`config.mk`:
```
export PLATFORM = sky130hd
export DESIGN_NAME = plob_mac
export DESIGN_NICKNAME = d
export VERILOG_FILES = /design/src/hw/rtl/plob_pkg.sv /design/src/hw/rtl/plob_mac.sv
export SDC_FILE = /design/constraint.sdc
export NUM_CORES = 1
export LEC_CHECK = 0
export ABC_AREA = 1
export BUFFER_PORTS_ARGS = -buffer_cell sky130_fd_sc_hd__buf_2
export CORE_ASPECT_RATIO = 1.5
export CORE_UTILIZATION = 45
export DETAILED_ROUTE_END_ITERATION = 7
export GPL_ROUTABILITY_DRIVEN = 0
export PLACE_DENSITY = 0.73
export SLEW_MARGIN = 20
export SYNTH_ARGS = -nofsm -noshare
export SYNTH_HDL_FRONTEND = slang
export SYNTH_SLANG_ARGS = --single-unit
```
`constraint.sdc`:
```
create_clock -name clk -period 5.7 [get_ports clk]
set_clock_uncertainty 0.05 [all_clocks]
set_input_delay 0.855 -clock clk [delete_from_list [all_inputs] [get_ports clk]]
set_output_delay 0.855 -clock clk [all_outputs]
set_load 0.1 [all_outputs]
```
`src/hw/rtl/plob_pkg.sv`:
```
package plob_pkg;

  localparam int NUM_PRICES    = 4096;
  localparam int BUCKET_LEVELS = 64;
  localparam int LEVEL_DEPTH   = 16;
  localparam int NUM_BUCKETS   = (NUM_PRICES + BUCKET_LEVELS - 1) / BUCKET_LEVELS;

  localparam int PRICE_W   = $clog2(NUM_PRICES);
  localparam int BKT_LVL_W = $clog2(BUCKET_LEVELS);
  localparam int BKT_IDX_W = $clog2(NUM_BUCKETS);
  localparam int SLOT_W    = $clog2(LEVEL_DEPTH);
  localparam int CNT_W     = SLOT_W + 1;
  localparam int BKT_CNT_W = $clog2(BUCKET_LEVELS * LEVEL_DEPTH + 1);
  localparam int ORD_AW    = PRICE_W + SLOT_W;

  localparam int ACTION_W = 2;
  localparam int QTY_W    = 20;
  localparam int POS_W    = 16;
  localparam int STATUS_W = 2;
  localparam int COST_W   = 32;

  localparam logic [ACTION_W-1:0] ACT_ADD    = 2'd0;
  localparam logic [ACTION_W-1:0] ACT_CANCEL = 2'd1;
  localparam logic [ACTION_W-1:0] ACT_BUY    = 2'd2;
  localparam logic [ACTION_W-1:0] ACT_NOP    = 2'd3;

  localparam logic [STATUS_W-1:0] ST_OK       = 2'd0;
  localparam logic [STATUS_W-1:0] ST_FULL     = 2'd1;
  localparam logic [STATUS_W-1:0] ST_BAD_POS  = 2'd2;

endpackage

```
`src/hw/rtl/plob_mac.sv`:
```
module plob_mac (
  input  logic                          clk,
  input  logic                          rst,
  input  logic                          clear,
  input  logic                          start,
  input  logic [plob_pkg::QTY_W-1:0]    amount,
  input  logic [plob_pkg::PRICE_W-1:0]  price,
  output logic [plob_pkg::COST_W-1:0]   sum
);
  import plob_pkg::*;

  logic [COST_W-1:0] prod;
  logic              pend;

  // Register the product, then fold it into the sum on the next cycle.
  always_ff @(posedge clk) begin
    if (rst) begin
      pend <= 1'b0;
    end else begin
      pend <= start;
    end
    if (start) begin
      prod <= COST_W'(amount * price);
    end
    if (clear) begin
      sum <= '0;
    end else if (pend) begin
      sum <= sum + prod;
    end
  end

endmodule
```
=== Word level (Yosys, flattened, before mapping) ===
Index checks and enable logic that the tools add are counted.

* Register bits: 65
* Input port bits: 36
* Output and inout bits: 32
* Word-level logic and storage cells: 5

* Add/sub/neg operators: 1
* Multiply operators: 1

{| class="wikitable"
|+ Operator list
! operator !! number
|-
| 32-bit adder || 1
|-
| 20-bit by 12-bit multiplier with 32-bit output || 1
|}

=== Logic depth before layout (Yosys ltp) ===
* Word-level depth: 1
* Depth in mapped cells: 23
* Depth with buffers taken out: 22

=== Worst setup path after synthesis ===
No wires, ideal clock.

* Path kind: in2reg
* Start point: input price[3] in the netlist's numbering
* End point: register prod[25] (data pin)
* Arrival time: 4.914 ns
* Setup slack: 0.476 ns
* Cell stages on the path: 18
* Path buffers: 1
* Path through: clkbuf_1 nand2_1 fa_1 fa_1 fa_1 inv_1 fa_1 inv_1 fa_1 inv_1 ha_1 a21oi_1 nor2_1 nor2_1 o21ai_0 nand2_1 nand3_1 xor2_1

* Cells in the longest elaborated chain, start to end: 1

{| class="wikitable"
|+ Ends and longest elaborated chain
! element !! RTL line !! text
|-
| start, declared || plob_mac.sv:7 || <nowiki>input logic [plob_pkg::PRICE_W-1:0] price,</nowiki>
|-
| 20-bit by 12-bit multiplier with 32-bit output || plob_mac.sv:23 || <nowiki>prod <= COST_W'(amount * price);</nowiki>
|-
| end signal, assigned || plob_mac.sv:23 ||
|-
| end, declared || plob_mac.sv:12 || <nowiki>logic [COST_W-1:0] prod;</nowiki>
|}

No other way between the ends.
A chain may end at the register's enable or synchronous reset.

=== Worst setup path in the final report ===
* Start point: input price[6] in the netlist's numbering
* End point: register prod[31] (data pin)

Same word-level chain as after synthesis.

==> reports/qor.yml <==
diodes: 0
row_count: 74
hold_slack_ps: 484.9
holdCritPathClass: "flip-flop to flip-flop"
cap_violations: 0
p_total_w: 0.007574
cts_buffers: 9
fillCellCount: 2709
syn_avg_cell_area_um2: 7.028
async_flop_share: 0
synth_nets: 2092
vias: 10730
critPathKind: "input port to flip-flop"
start_util: 0.4580
grt_max_degree: 53
clk_pin_slew_ps: 50
critPathSlowestCell: "fa_1"
wirelength_um: 30130
ys_seq_area_frac: 0.1301
synth.distinct_cells: 37
wire_per_inst_um: 14.01
track_usage: 0.2283
post_cts_buffers: 0
maxSlewHeadroom: 0.5457
hold_buffers: 0
synth_common_cells: "546 x nand2_1, 468 x inv_1, 181 x fa_1"
post-route-util: 0.4905
grt.overflow.total: 0
firstDrtPassIters: 5
met3_usage: 0.02355
design.core.area_um2: 27220
die_x_um: 137.9
tightest_slew_ps: 681.4
root_buffer: "clkbuf_16"
crit_chain: "buf_2 -> nand2_1 -> fa_1 -> inv_1 -> fa_1 -> fa_1 -> fa_1 -> inv_1 -> fa_1 -> inv_1 -> ha_1 -> a21oi_1 -> o21ai_0 -> o21bai_1 -> a21oi_1 -> nand2_1 -> nand2_1 -> nand2_1"
die-height_um: 205.9
yosysTopAreaCell: "fa_1"
clock_sinks: 65
cts_tree: "yes"
synth_cells: 1774
grt_pass1_wl_um: 50510
synth-seq-cells: 65
syn_to_final_growth_pct: 7.096
clk_latency_ps: 340
status: "finished, final reports clean"
cts_resized: 0
slew_viol_final: 0
ctsHtreeMaxLevel: 3
fin_crit_sh: 0.9440
finalHoldViolCount: 0
synthFlopType: "dfxtp_1"
powerDensity_nw_per_um2: 567.2
nets: 2122
path_common_cell: "fa_1"
yosysMostFrequentCell: "nand2_1"
max_freq_mhz: 185.8
vias_per_cell: 4.989
cp_data_arrival_time_ps: 5420
seq_area_um2: 1623
multi_input_area_um2: 8862
grt-busiest-layer: "met2"
dpl.hpwl_um: 25600
crit_path_end_kind: "flip-flop"
grtUsageMet2: 0.4346
critPathBufInv: 4
antenna_found_initial: 0
placed_cells: 2135
p_leak_nw: 8.001
yosysWarnings: 0
crit_fanout: 20
dieArea_um2: 28390
netlist_area_um2: 12470
instances_no_fill: 2151
finalCriticalPeriod_ps: 5381
fin_setup_tns_ps: 0
drc_errors: 0
path_delay_family: "adder cells"
use_met1: 0.2384
cp.required_ps: 5740
io_buffers: 67
final_antenna_net_count: 0
grt_pass1_vias: 11120
finalSetupViolCount: 0
dr.first_iter.drc_count: 487
slowest_delay_ps: 550
synth_top_cell_area_share: 0.2906
yosys-top-cells-area: "fa_1 29%, nand2_1 16%, inv_1 14%"
synth_edf_count: 32
cts_buffer_depth: 2
cp-start-kind: "input port"
drive_gt1_frac: 0.06412
ir_drop_mv: 0.4176
io-pin-count: 68
rsz0062_at_grt: "no"
## cells by family (layout without fill, tap and decap cells)
| family | count (synthesis) | after routing | synth area share |
|---|---|---|---|
| XOR/XNOR | 38 | 38 | 0.02670 |
| buffers and inverters | 522 | 557 | 0.1591 |
| AND/OR/NAND/NOR | 759 | 759 | 0.2443 |
| AO/OA/AOI/OAI | 108 | 108 | 0.04787 |
| flip-flops | 65 | 65 | 0.1301 |
| adder cells (fa/ha/maj) | 282 | 282 | 0.3920 |
## path summary, 6_finish.rpt
path,slack (ps),cells after the start,from,to
max,320,18,price[6],prod[31]
min,480,2,sum[0],sum[0]
max reg2reg,3400,13,sum[0],sum[28]
min reg2reg,480,2,sum[0],sum[0]
## per-stage QoR
stage               worst slack (ps)  area, um^2
finish                         319.0       13350
global route                   147.2       13350
CTS                            379.5       13350
detailed placement             6.439       13060
global placement               63.46       13060
floorplan                      476.5       12470
## state kept, by name (all words and copies together), names as in the netlist
| name | cells |
|---|---|
| pend | 1 |
| sum | 32 |
| prod | 32 |
## placed cells by master, fill, tap and decap left out, drive strengths merged
master    netlist  final
nor3            7      7
bufinv          0      1
clkbuf         51     11
buf             2     73
nor2          125    125
nor4            2      2
nand3b          2      2
xnor2          13     13
fa            181    181
clkinv          0      3
nand3          59     59
clkinvlp        0      1
nand2         555    555
nand4           6      6
a21oi          59     59
a21o            6      6
xor2           25     25
edfxtp         32     32
ha            101    101
o21bai          6      6
a31oi           2      2
inv           468    468
and3            1      1
and2            2      2
o211ai          2      2
dfxtp          33     33
o21a            1      1
o21ai          32     32
## routing by layer
| layer | part of all wire | vias up | wire (um) |
|---|---|---|---|
| li1 | - | 5227 | - |
| met1 | 0.37 | 5065 | 11260 |
| met2 | 0.53 | 333 | 16030 |
| met3 | 0.043 | 107 | 1296 |
| met4 | 0.051 | 0 | 1546 |
| met5 | 0 | - | 0 |
## area by class of cell
class / instances / share of cell area
well taps: 342 / 0.03205
clock buffers: 11 / 0.01743
multi-input cells: 1187 / 0.6638
clock inverters: 5 / 0.004217
repair buffers: 73 / 0.02943
flip-flops and latches: 65 / 0.1215
inverters: 468 / 0.1316
## where the power goes
part | switching [W] | leakage, nW | internal, W | total, W
Combinational | 0.00393 | 7.28 | 0.00216 | 0.00609
Sequential | 0.0000758 | 0.585 | 0.000874 | 0.000950
Clock | 0.000198 | 0.139 | 0.000337 | 0.000536
## worst min-delay path: stages (launching register included)
cell     delay [ps]
dfxtp_1         340
o21ai_0          80
nor2_1           80
No activity file was read; power rests on OpenSTA's default activity.
